`config.mk`:
```
export PLATFORM = sky130hd
export DESIGN_NAME = ntp_seconds_to_calendar_core
export DESIGN_NICKNAME = d
export VERILOG_FILES = /design/src/rtl/ntpc_pkg.sv /design/src/rtl/ntpc_sub_unit.sv /design/src/rtl/ntp_seconds_to_calendar_core.sv
export SDC_FILE = /design/constraint.sdc
export NUM_CORES = 1
export LEC_CHECK = 0
export BUFFER_PORTS_ARGS = -buffer_cell sky130_fd_sc_hd__buf_2
export CORE_UTILIZATION = 54
export CTS_BUF_LIST = sky130_fd_sc_hd__clkbuf_16
export DETAILED_ROUTE_END_ITERATION = 8
export PLACE_DENSITY = 0.72
export SYNTH_ARGS = -nofsm -noshare
export SYNTH_HDL_FRONTEND = slang
export SYNTH_SLANG_ARGS = --single-unit
export TNS_END_PERCENT = 10
```
`constraint.sdc`:
```
create_clock -name clk -period 4.32 [get_ports clk]
set_clock_uncertainty 0.2 [all_clocks]
set_input_delay 0.864 -clock clk [delete_from_list [all_inputs] [get_ports clk]]
set_output_delay 0.864 -clock clk [all_outputs]
set_load 0.1 [all_outputs]
```
`src/rtl/ntpc_pkg.sv`:
```
// ----------------------------------------------------------------------------
// NTP calendar package
// Shared types, constants and the month length table for the NTP seconds to
// UTC calendar converter.
// ----------------------------------------------------------------------------
package ntpc_pkg;

  localparam int unsigned DataW = 32;

  localparam logic [DataW-1:0] NTP_UNIX_OFFSET = 32'd2208988800;
  localparam logic [10:0]      EPOCH_YEAR      = 11'd1970;

  // Divisors are preshifted so that the first restoring step tests the
  // highest quotient bit.
  localparam logic [DataW-1:0] DAY_DIV_INIT   = 32'd86400 << 14;
  localparam logic [DataW-1:0] HOUR_DIV_INIT  = 32'd3600 << 4;
  localparam logic [DataW-1:0] MIN_DIV_INIT   = 32'd60 << 5;
  localparam logic [DataW-1:0] BLOCK_DIV_INIT = 32'd1461 << 4;

  localparam logic [3:0] DAY_STEPS_LAST   = 4'd14;
  localparam logic [3:0] HOUR_STEPS_LAST  = 4'd4;
  localparam logic [3:0] MIN_STEPS_LAST   = 4'd5;
  localparam logic [3:0] BLOCK_STEPS_LAST = 4'd4;

  localparam logic [3:0] MONTH_FEB  = 4'd1;
  localparam logic [3:0] MONTH_APR  = 4'd3;
  localparam logic [3:0] MONTH_JUN  = 4'd5;
  localparam logic [3:0] MONTH_SEP  = 4'd8;
  localparam logic [3:0] MONTH_NOV  = 4'd10;
  localparam logic [3:0] MONTH_DEC  = 4'd11;

  typedef enum logic [3:0] {
    ST_IDLE,
    ST_OFFSET,
    ST_DIV_DAY,
    ST_DIV_HOUR,
    ST_DIV_MIN,
    ST_DIV_BLOCK,
    ST_YEAR,
    ST_MONTH
  } state_t;

  typedef struct packed {
    logic             ge;
    logic [DataW-1:0] diff;
  } sub_result_t;

  function automatic logic [4:0] month_len(input logic [3:0] idx, input logic leap);
    logic [4:0] len;
    case (idx) inside
      MONTH_APR, MONTH_JUN, MONTH_SEP, MONTH_NOV: len = 5'd30;
      MONTH_FEB:                                  len = leap ? 5'd29 : 5'd28;
      default:                                    len = 5'd31;
    endcase
    return len;
  endfunction

endpackage

```
`src/rtl/ntpc_sub_unit.sv`:
```
// ----------------------------------------------------------------------------
// NTP calendar compare and subtract unit
// One 32-bit subtractor whose borrow gives the compare result; it serves
// every division, year and month step of the converter.
// ----------------------------------------------------------------------------
module ntpc_sub_unit
  import ntpc_pkg::*;
(
  input  logic [DataW-1:0] a,
  input  logic [DataW-1:0] b,
  output sub_result_t      res
);

  logic [DataW:0] full;

  assign full     = {1'b0, a} - {1'b0, b};
  assign res.diff = full[DataW-1:0];
  assign res.ge   = ~full[DataW];

endmodule

```
`src/rtl/ntp_seconds_to_calendar_core.sv`:
```
// ----------------------------------------------------------------------------
// NTP seconds to UTC calendar converter
// Converts the seconds field of an NTP timestamp into UTC year, month, day,
// hour, minute and second, clamping times before 1970 to the epoch.
// ----------------------------------------------------------------------------
// A transaction is accepted when start is high and busy is low. The result
// appears with done high for one cycle. The single compare and subtract
// unit carries out every step in turn: the epoch offset, 31 restoring
// division steps for days, hours, minutes and four-year blocks, then one
// step per year and per month walked. The receiver cannot stall, and busy
// is low again in the cycle that done is high.
module ntp_seconds_to_calendar_core
  import ntpc_pkg::*;
(
  input  logic        clk,
  input  logic        rst,
  input  logic        start,
  output logic        busy,
  input  logic [31:0] ntp_seconds,
  output logic        done,
  output logic [10:0] year,
  output logic [3:0]  month,
  output logic [4:0]  day,
  output logic [4:0]  hour,
  output logic [5:0]  minute,
  output logic [5:0]  second,
  output logic        before_epoch
);

  state_t           state, state_next;
  logic [DataW-1:0] acc, acc_next;
  logic [DataW-1:0] dvs, dvs_next;
  logic [14:0]      quo, quo_next;
  logic [3:0]       cnt, cnt_next;
  logic [14:0]      days, days_next;
  logic [4:0]       hour_r, hour_r_next;
  logic [5:0]       minute_r, minute_r_next;
  logic [5:0]       second_r, second_r_next;
  logic [10:0]      year_r, year_r_next;
  logic [3:0]       mon, mon_next;
  logic             flag, flag_next;
  logic             load_out;

  logic [DataW-1:0] op_b;
  sub_result_t      sub;
  logic [14:0]      quo_step;
  logic [DataW-1:0] acc_step;
  logic             leap;

  ntpc_sub_unit u_sub (
    .a   (acc),
    .b   (op_b),
    .res (sub)
  );

  assign leap     = (year_r[1:0] == 2'b00);
  assign quo_step = {quo[13:0], sub.ge};
  assign acc_step = sub.ge ? sub.diff : acc;
  assign busy     = (state != ST_IDLE);

  always_comb begin
    case (state)
      ST_OFFSET: op_b = NTP_UNIX_OFFSET;
      ST_YEAR:   op_b = leap ? 32'd366 : 32'd365;
      ST_MONTH:  op_b = {27'd0, month_len(mon, leap)};
      default:   op_b = dvs;
    endcase
  end

  always_ff @(posedge clk) begin
    if (rst) begin
      state <= ST_IDLE;
      done  <= 1'b0;
    end else begin
      state <= state_next;
      done  <= load_out;
    end
  end

  always_ff @(posedge clk) begin
    acc      <= acc_next;
    dvs      <= dvs_next;
    quo      <= quo_next;
    cnt      <= cnt_next;
    days     <= days_next;
    hour_r   <= hour_r_next;
    minute_r <= minute_r_next;
    second_r <= second_r_next;
    year_r   <= year_r_next;
    mon      <= mon_next;
    flag     <= flag_next;
    if (load_out) begin
      year         <= year_r;
      month        <= mon + 4'd1;
      day          <= acc[4:0] + 5'd1;
      hour         <= hour_r;
      minute       <= minute_r;
      second       <= second_r;
      before_epoch <= flag;
    end
  end

  always_comb begin
    state_next    = state;
    acc_next      = acc;
    dvs_next      = dvs;
    quo_next      = quo;
    cnt_next      = cnt;
    days_next     = days;
    hour_r_next   = hour_r;
    minute_r_next = minute_r;
    second_r_next = second_r;
    year_r_next   = year_r;
    mon_next      = mon;
    flag_next     = flag;
    load_out      = 1'b0;

    if (state == ST_DIV_DAY || state == ST_DIV_HOUR ||
        state == ST_DIV_MIN || state == ST_DIV_BLOCK) begin
      acc_next = acc_step;
      quo_next = quo_step;
      dvs_next = dvs >> 1;
      cnt_next = cnt - 4'd1;
    end

    case (state)
      ST_IDLE: begin
        if (start) begin
          acc_next   = ntp_seconds;
          flag_next  = 1'b0;
          state_next = ST_OFFSET;
        end
      end
      ST_OFFSET: begin
        acc_next   = sub.ge ? sub.diff : '0;
        flag_next  = ~sub.ge;
        dvs_next   = DAY_DIV_INIT;
        cnt_next   = DAY_STEPS_LAST;
        quo_next   = '0;
        state_next = ST_DIV_DAY;
      end
      ST_DIV_DAY: begin
        if (cnt == 4'd0) begin
          days_next  = quo_step;
          dvs_next   = HOUR_DIV_INIT;
          cnt_next   = HOUR_STEPS_LAST;
          quo_next   = '0;
          state_next = ST_DIV_HOUR;
        end
      end
      ST_DIV_HOUR: begin
        if (cnt == 4'd0) begin
          hour_r_next = quo_step[4:0];
          dvs_next    = MIN_DIV_INIT;
          cnt_next    = MIN_STEPS_LAST;
          quo_next    = '0;
          state_next  = ST_DIV_MIN;
        end
      end
      ST_DIV_MIN: begin
        if (cnt == 4'd0) begin
          minute_r_next = quo_step[5:0];
          second_r_next = acc_step[5:0];
          acc_next      = {17'd0, days};
          dvs_next      = BLOCK_DIV_INIT;
          cnt_next      = BLOCK_STEPS_LAST;
          quo_next      = '0;
          state_next    = ST_DIV_BLOCK;
        end
      end
      ST_DIV_BLOCK: begin
        if (cnt == 4'd0) begin
          year_r_next = EPOCH_YEAR + {4'd0, quo_step[4:0], 2'b00};
          state_next  = ST_YEAR;
        end
      end
      ST_YEAR: begin
        if (sub.ge) begin
          acc_next    = sub.diff;
          year_r_next = year_r + 11'd1;
        end else begin
          mon_next   = '0;
          state_next = ST_MONTH;
        end
      end
      ST_MONTH: begin
        if (mon == MONTH_DEC || !sub.ge) begin
          load_out   = 1'b1;
          state_next = ST_IDLE;
        end else begin
          acc_next = sub.diff;
          mon_next = mon + 4'd1;
        end
      end
      default: begin
        state_next = ST_IDLE;
      end
    endcase
  end

endmodule

```
## After elaboration in Yosys (flattened, before gate mapping)

Cells that the tools add are included.

| storage, ports and cells | value |
|---|---|
| bits in registers | 174 |
| input bits | 35 |

| cells by class | value |
|---|---|
| bitwise gates (word level) | 1 |
| muxes and demuxes | 43 |
| add/subtract/negate cells | 6 |
| reductions and logical operators | 21 |
| equality and inequality tests | 22 |

Operators with widths:

| kind | count |
|---|---|
| $mux W32 | 11 |
| $pmux W32 S5 | 1 |
| $pmux W32 S4 | 1 |
| $pmux W32 S3 | 1 |
| $mux W4 | 12 |
| $sub A32 B32 Y33 | 1 |
| $pmux W4 S8 | 1 |
| $mux W15 | 2 |
| $pmux W15 S2 | 1 |
| $mux W11 | 2 |
| $pmux W11 S2 | 1 |
| $eq A4 B3 Y1 const B | 5 |
| $eq A4 B2 Y1 const B | 3 |
| $eq A4 B4 Y1 const B | 3 |
| $pmux W4 S3 | 1 |
| $add A11 B1 Y11 const B | 1 |
| $ne A2 B1 Y1 const B | 5 |
| $add A8 B8 Y9 const A | 1 |
| $eq A4 B1 Y1 const B | 2 |
| $logic_not A4 Y1 | 2 |
| $ne A2 B2 Y1 const B | 4 |
| $pmux W4 S2 | 1 |
| $reduce_and A2 Y1 | 4 |
| $reduce_and A7 Y1 | 1 |
| 15 further kinds | 26 |

## Depth between registers and ports, before layout

| logic depth | value |
|---|---|
| depth after elaboration | 10 |
| depth in mapped cells | 21 |
| depth with buffers taken out | 19 |

## Cells and area by module

Synthesis repeated with hierarchy kept, for this count alone.

| unflattened totals | value |
|---|---|
| cell total of the unflattened synthesis | 1012 |
| area, all modules | 9628.0 um2 |

By module, submodules not included:

| module | instances | cells each | seq. area each (um2) | area each (um2) |
|---|---|---|---|---|
| ntp_seconds_to_calendar_core | 1 | 736 | 4304.1 | 7713.6 |
| ntpc_sub_unit | 1 | 276 | 0.0 | 1914.3 |

## Worst setup path before layout

No wires, ideal clock.

| timing path | value |
|---|---|
| kind | register -> register |
| start point | register state[0] |
| end point | register before_epoch, enable pin |
| path slack | -0.404 ns |
| data arrival time | 4.132 ns |
| cell stages (with the launch flop) | 17 |
| required time | 3.727 ns |
| cell sequence | dfxtp_1 inv_1 ha_1 clkbuf_1 o21ai_0 clkbuf_1 a21oi_1 ha_1 a21o_1 a21o_1 a21oi_2 o21ai_1 a221o_1 nor2_8 inv_6 a21o_1 inv_1 |

| on the way | value |
|---|---|
| word-level cells in the longest chain between the ends | 6 |
| elaborated cells on any way between the ends | 8 |
| those cells by class | 1 x add/sub; 3 x eq/ne; 3 x mux; 1 x reduce/logical |

Ends and longest elaborated chain:

| what | line | RTL |
|---|---|---|
| from (decl) | ntp_seconds_to_calendar_core.sv:30 | `state_t state, state_next;` |
| from (signal assigned) | ntp_seconds_to_calendar_core.sv:75 | `state <= state_next;` |
| $eq A4 B3 Y1 (tied with other cells) | ntp_seconds_to_calendar_core.sv:62, ntp_seconds_to_calendar_core.sv:126 |  |
| $pmux W32 S3 | ntp_seconds_to_calendar_core.sv:62 | `case (state)` |
| $sub A32 B32 Y33 | ntpc_sub_unit.sv:16 | `assign full = {1'b0, a} - {1'b0, b};` |
| $logic_or A1 B1 Y1 | ntp_seconds_to_calendar_core.sv:187 | `if (mon == MONTH_DEC \|\| !sub.ge) begin` |
| $mux W1 | ntp_seconds_to_calendar_core.sv:187 |  |
| $mux W1 (*) | ntp_seconds_to_calendar_core.sv:126 | `case (state)` |
| via load_out | ntp_seconds_to_calendar_core.sv:42 | `logic load_out;` |
| to (signal assigned) | ntp_seconds_to_calendar_core.sv:99 | `before_epoch <= flag;` |
| to (decl) | ntp_seconds_to_calendar_core.sv:27 | `output logic before_epoch` |

The timed path passes the listed nets; every way through them passes the cells marked *.
A chain may end at the register's enable or synchronous reset.

## Final worst setup path

| timing path | value |
|---|---|
| start point | register mon[1] |
| end point | register minute[3], enable pin |

| on the way | value |
|---|---|
| word-level cells in the longest chain between the ends | 8 |
| elaborated cells on any way between the ends | 14 |
| those cells by class | 1 x add/sub; 6 x eq/ne; 5 x mux; 2 x reduce/logical |

Ends and longest elaborated chain:

| what | line | RTL |
|---|---|---|
| from (decl) | ntp_seconds_to_calendar_core.sv:40 | `logic [3:0] mon, mon_next;` |
| from (signal assigned) | ntp_seconds_to_calendar_core.sv:90 | `mon <= mon_next;` |
| $eq A4 B2 Y1 (tied with other cells) | ntp_seconds_to_calendar_core.sv:65 | `ST_MONTH: op_b = {27'd0, month_len(mon, leap)};` |
| $reduce_or A4 Y1 / $mux W2 (equally long branches) | ntpc_pkg.sv:50 | `case (idx) inside` |
| $mux W2 | ntpc_pkg.sv:50 |  |
| $pmux W32 S3 | ntp_seconds_to_calendar_core.sv:62 |  |
| $sub A32 B32 Y33 | ntpc_sub_unit.sv:16 |  |
| $logic_or A1 B1 Y1 (*) | ntp_seconds_to_calendar_core.sv:187 |  |
| $mux W1 (*) | ntp_seconds_to_calendar_core.sv:187 |  |
| $mux W1 (*) | ntp_seconds_to_calendar_core.sv:126 |  |
| via load_out | ntp_seconds_to_calendar_core.sv:42 |  |
| to (signal assigned) | ntp_seconds_to_calendar_core.sv:97 | `minute <= minute_r;` |
| to (decl) | ntp_seconds_to_calendar_core.sv:25 | `output logic [5:0] minute,` |

Marks and branches as above.

==> impl_metrics.xml <==
<?xml version="1.0" encoding="UTF-8"?>
<metrics>
  <group name="drt">
    <metric name="vias_per_cell" unit="">5.88</metric>
    <metric name="detail_route.iter0.violations" unit="">627</metric>
    <metric name="drc" unit="">0</metric>
    <metric name="detail-route-antenna-nets" unit="">0</metric>
    <metric name="wl_per_cell" unit="microns">17.5</metric>
    <metric name="routed_wirelength" unit="microns">21000</metric>
    <metric name="drt_first_pass_iters" unit="">8</metric>
    <metric name="num_vias" unit="">7051</metric>
  </group>
  <group name="placed_design">
    <metric name="dpl.cell_count" unit="">1163</metric>
    <metric name="hpwl" unit="microns">14500</metric>
    <metric name="finalWeightedCongestion" unit="">0.927</metric>
    <metric name="io_buffer_count" unit="">74</metric>
  </group>
  <group name="synth">
    <metric name="yosys.cell_count.top_type" unit="">sky130_fd_sc_hd__nand2_1</metric>
    <metric name="fraction_of_registers_with_async_set_or_reset_after_synthesis" unit="%">0</metric>
    <metric name="synth_top_cell_by_area" unit="">sky130_fd_sc_hd__edfxtp_1</metric>
    <metric name="netlist_area" unit="sq mm">0.00872</metric>
    <metric name="netlist.area_leader.share" unit="%">29.6</metric>
    <metric name="synth_edf_count" unit="">86</metric>
    <metric name="synth.top_cells.by_count" unit="">sky130_fd_sc_hd__nand2_1, sky130_fd_sc_hd__a21oi_1, sky130_fd_sc_hd__dfxtp_1, sky130_fd_sc_hd__edfxtp_1, sky130_fd_sc_hd__ha_1</metric>
    <metric name="ys_dominant_reg_cell" unit="">sky130_fd_sc_hd__edfxtp_1</metric>
    <metric name="yosysWarningCount" unit="">0</metric>
    <metric name="post_synth_num_cell_types" unit="">68</metric>
    <metric name="postSynthCellCount" unit="">878</metric>
    <metric name="synth_area_leaders" unit="">sky130_fd_sc_hd__edfxtp_1, sky130_fd_sc_hd__dfxtp_1, sky130_fd_sc_hd__ha_1</metric>
    <metric name="synth_seq_cells" unit="">172</metric>
    <metric name="synthesis.nets" unit="">961</metric>
    <metric name="post_synth.cell_area_avg" unit="sq um">9.94</metric>
    <metric name="synth_seq_area_share" unit="%">49.3</metric>
  </group>
  <group name="timing">
    <metric name="final.period_utilization" unit="%">95.8</metric>
    <metric name="layout_min_cycle_time" unit="ns">4.14</metric>
    <metric name="report.final.hold_viol_count" unit="">0</metric>
    <metric name="final_number_of_max_transition_violations" unit="">0</metric>
    <metric name="rsz0062_at_grt" unit="">true</metric>
    <metric name="worstMarginPinSlew" unit="ns">1.02</metric>
    <metric name="maxSlewHeadroom" unit="%">31.5</metric>
    <metric name="finalHoldWorstSlack" unit="ns">0.219</metric>
    <metric name="timing.final.setup_violations" unit="">0</metric>
    <metric name="fmax" unit="MHz">242</metric>
  </group>
  <group name="worst_setup_path">
    <metric name="startpoint_types" unit="">flip-flop</metric>
    <metric name="slowest_stage" unit="">sky130_fd_sc_hd__edfxtp_1</metric>
    <metric name="setup.reg_to_reg.worst_slack" unit="ns">0.18</metric>
    <metric name="reg2reg_depth" unit="">19</metric>
    <metric name="critPathRequiredTime" unit="ns">4.27</metric>
    <metric name="worst-endpoint-arrival" unit="ns">4.09</metric>
    <metric name="cp_max_fo" unit="">19</metric>
    <metric name="timing_worst_setup_path_type" unit="">flip-flop to flip-flop</metric>
    <metric name="rr_startpoint" unit="">mon[1]$_SDFFCE_PN0P_</metric>
    <metric name="worstPathCellList" unit="">inv_1, ha_1, or3_1, o21ai_0, o21ai_0, o211ai_1, ha_1, inv_1, fa_2, a211oi_2, o21ai_2, nand4_1, a211o_1, a21oi_4, nor2_8, inv_6, a21o_1, clkinvlp_4, clkbuf_16</metric>
    <metric name="setup.worst_path.start" unit="">mon[1]$_SDFFCE_PN0P_</metric>
    <metric name="timing.rr.end" unit="">minute[3]$_DFFE_PP_</metric>
    <metric name="max_stage_delay" unit="ns">0.38</metric>
    <metric name="element_type_at_the_critical_path_end" unit="">flip-flop</metric>
  </group>
  <group name="finish">
    <metric name="drive_above_1_share" unit="%">19.9</metric>
    <metric name="insertedDiodeCount" unit="">0</metric>
    <metric name="layout.cells.non_filler" unit="">1200</metric>
    <metric name="num-fill-cells" unit="">1293</metric>
    <metric name="finalNetCount" unit="">1054</metric>
    <metric name="area_growth_from_synthesis_to_final_layout" unit="%">17.0</metric>
  </group>
  <group name="clock_tree">
    <metric name="clk_latency" unit="ns">0.44</metric>
    <metric name="num_cts_buffers" unit="">17</metric>
    <metric name="clock_sinks" unit="">172</metric>
    <metric name="clk_pin_slew_worst_paths" unit="ns">0.07</metric>
    <metric name="postCtsHoldBufs" unit="">0</metric>
    <metric name="htree_num_levels" unit="">4</metric>
    <metric name="maximum_number_of_buffers_from_clock_root_to_sink" unit="">2</metric>
    <metric name="clock_tree_from_tritoncts" unit="">built</metric>
    <metric name="clockRootBuffer" unit="">sky130_fd_sc_hd__clkbuf_16</metric>
  </group>
  <group name="global_route">
    <metric name="grt_pass1_wl" unit="microns">33900</metric>
    <metric name="gr-usage-all-layers" unit="%">26.4</metric>
    <metric name="vias_in_the_first_global_route" unit="">6751</metric>
    <metric name="grt-ovfl-total" unit="">0</metric>
    <metric name="grt_start_max_net_pins" unit="">48</metric>
    <metric name="initial_antenna_violation_count" unit="">0</metric>
  </group>
  <group name="floorplan">
    <metric name="placementRows" unit="">46</metric>
    <metric name="fp.dieH" unit="microns">129</metric>
    <metric name="core_area" unit="sq mm">0.0158</metric>
    <metric name="initial_core_util" unit="%">55.1</metric>
    <metric name="die-area" unit="sq mm">0.0167</metric>
    <metric name="io_pins" unit="">75</metric>
    <metric name="die_w" unit="microns">129</metric>
  </group>
  <group name="min_path">
    <metric name="min_to" unit="">hour[4]$_DFFE_PP_</metric>
    <metric name="hold_path_depth" unit="">0</metric>
    <metric name="timing.hold.worst.start" unit="">hour_r[4]$_DFFE_PP_</metric>
    <metric name="min_path_type" unit="">flip-flop to flip-flop</metric>
  </group>
  <group name="run_status">
    <metric name="outcome" unit="">complete, no violations</metric>
  </group>
  <group name="run">
    <metric name="drv.max_cap_violation_count" unit="">0</metric>
  </group>
</metrics>
state kept, by name, summed over array words and instances (netlist names), 3 cells and up:
name,count
acc,32
dvs,32
days,15
quo,14
year,11
year_r,11
minute,6
minute_r,6
second,6
second_r,6
day,5
hour,5
hour_r,5
cnt,4
mon,4
month,4
state,3
worst max-delay path: cells and delay by family (launching register included):
family / cells / cell delay (ns)
compound gates: 8 / 1.28
fa+ha+maj: 3 / 0.75
simple gates: 3 / 0.67
buf+inv: 5 / 0.56
flops: 1 / 0.38
placed cells by master (no fill, tap or decap), types with 21 or more instances in the layout:
master                       n
sky130_fd_sc_hd__buf_4      40
sky130_fd_sc_hd__xor2_1     25
sky130_fd_sc_hd__inv_1      29
sky130_fd_sc_hd__buf_2      74
sky130_fd_sc_hd__nand2_1   144
sky130_fd_sc_hd__nand3_1    21
sky130_fd_sc_hd__ha_1       47
sky130_fd_sc_hd__edfxtp_1   86
sky130_fd_sc_hd__o21ai_0    28
sky130_fd_sc_hd__a21oi_1    89
sky130_fd_sc_hd__a31oi_1    21
sky130_fd_sc_hd__nor2_1     36
sky130_fd_sc_hd__a21o_1     28
sky130_fd_sc_hd__dfxtp_1    86
cell families after synthesis:
| group | count (synthesis) | share of synthesized area, % |
|---|---|---|
| DFF | 172 | 49.3 |
| xor gates and xnor gates | 41 | 4.12 |
| AOI/OAI and AO/OA | 264 | 20.6 |
| buffers and inverters | 75 | 3.61 |
| muxes | 16 | 1.94 |
| and+or+nand+nor | 262 | 13.4 |
| adders and majority gates | 48 | 6.97 |
repair_timing:
item,4_1_cts,5_1_grt
pin swaps,0,5
resized for setup,1,8
setup endpoints to repair,38,74
gates cloned,0,1
setup buffers,0,4
metal layers:
layer / share of wire, % / track usage (%) / up-vias
li1: - / - / 3417
met1: 42 / 32.4 / 3347
met2: 50 / 45.4 / 251
met3: 5.3 / 4.75 / 36
met4: 1.9 / 11.7 / 0
met5: 0 / 0 / -
layout make-up:
class	instances	area [sq um]	share of cell area, %
multi-input combinational	631	4170	40.9
sequential	172	4300	42.2
inverter	31	125	1.23
clock buffer	17	425	4.17
clock inverter	15	158	1.54
tap	216	270	2.65
timing repair buffer	118	756	7.40
worst max-delay path by stage:
stage / end / slack, ns / cells past startpoint
6_report: minute[3]$_DFFE_PP_ / 0.18 / 19
5_1_grt: acc[22]$_DFF_P_ / -0.07 / 18
4_1_cts: day[2]$_DFFE_PP_ / 0.09 / 19
3_5_place_dp: minute[5]$_DFFE_PP_ / 0.03 / 19
3_3_place_gp: second[5]$_DFFE_PP_ / 0.18 / 19
2_1_floorplan: before_epoch$_DFFE_PP_ / 0.01 / 18
per-stage QoR:
stage / setup TNS (ns) / instance area (sq um) / setup slack [ns] / utilization (%)
floorplan: 0 / 8730 / 0.0149 / -
global route: -1.41 / 10200 / -0.0703 / 64.5
CTS: 0 / 10100 / 0.0902 / 63.9
detailed placement: 0 / 9530 / 0.0325 / 60.2
finish: 0 / 10200 / 0.181 / 64.5
global placement: 0 / 9530 / 0.176 / 60.2
Power is not shown: default switching activity piles up to over one toggle a cycle in this logic, so the estimate is an artifact.
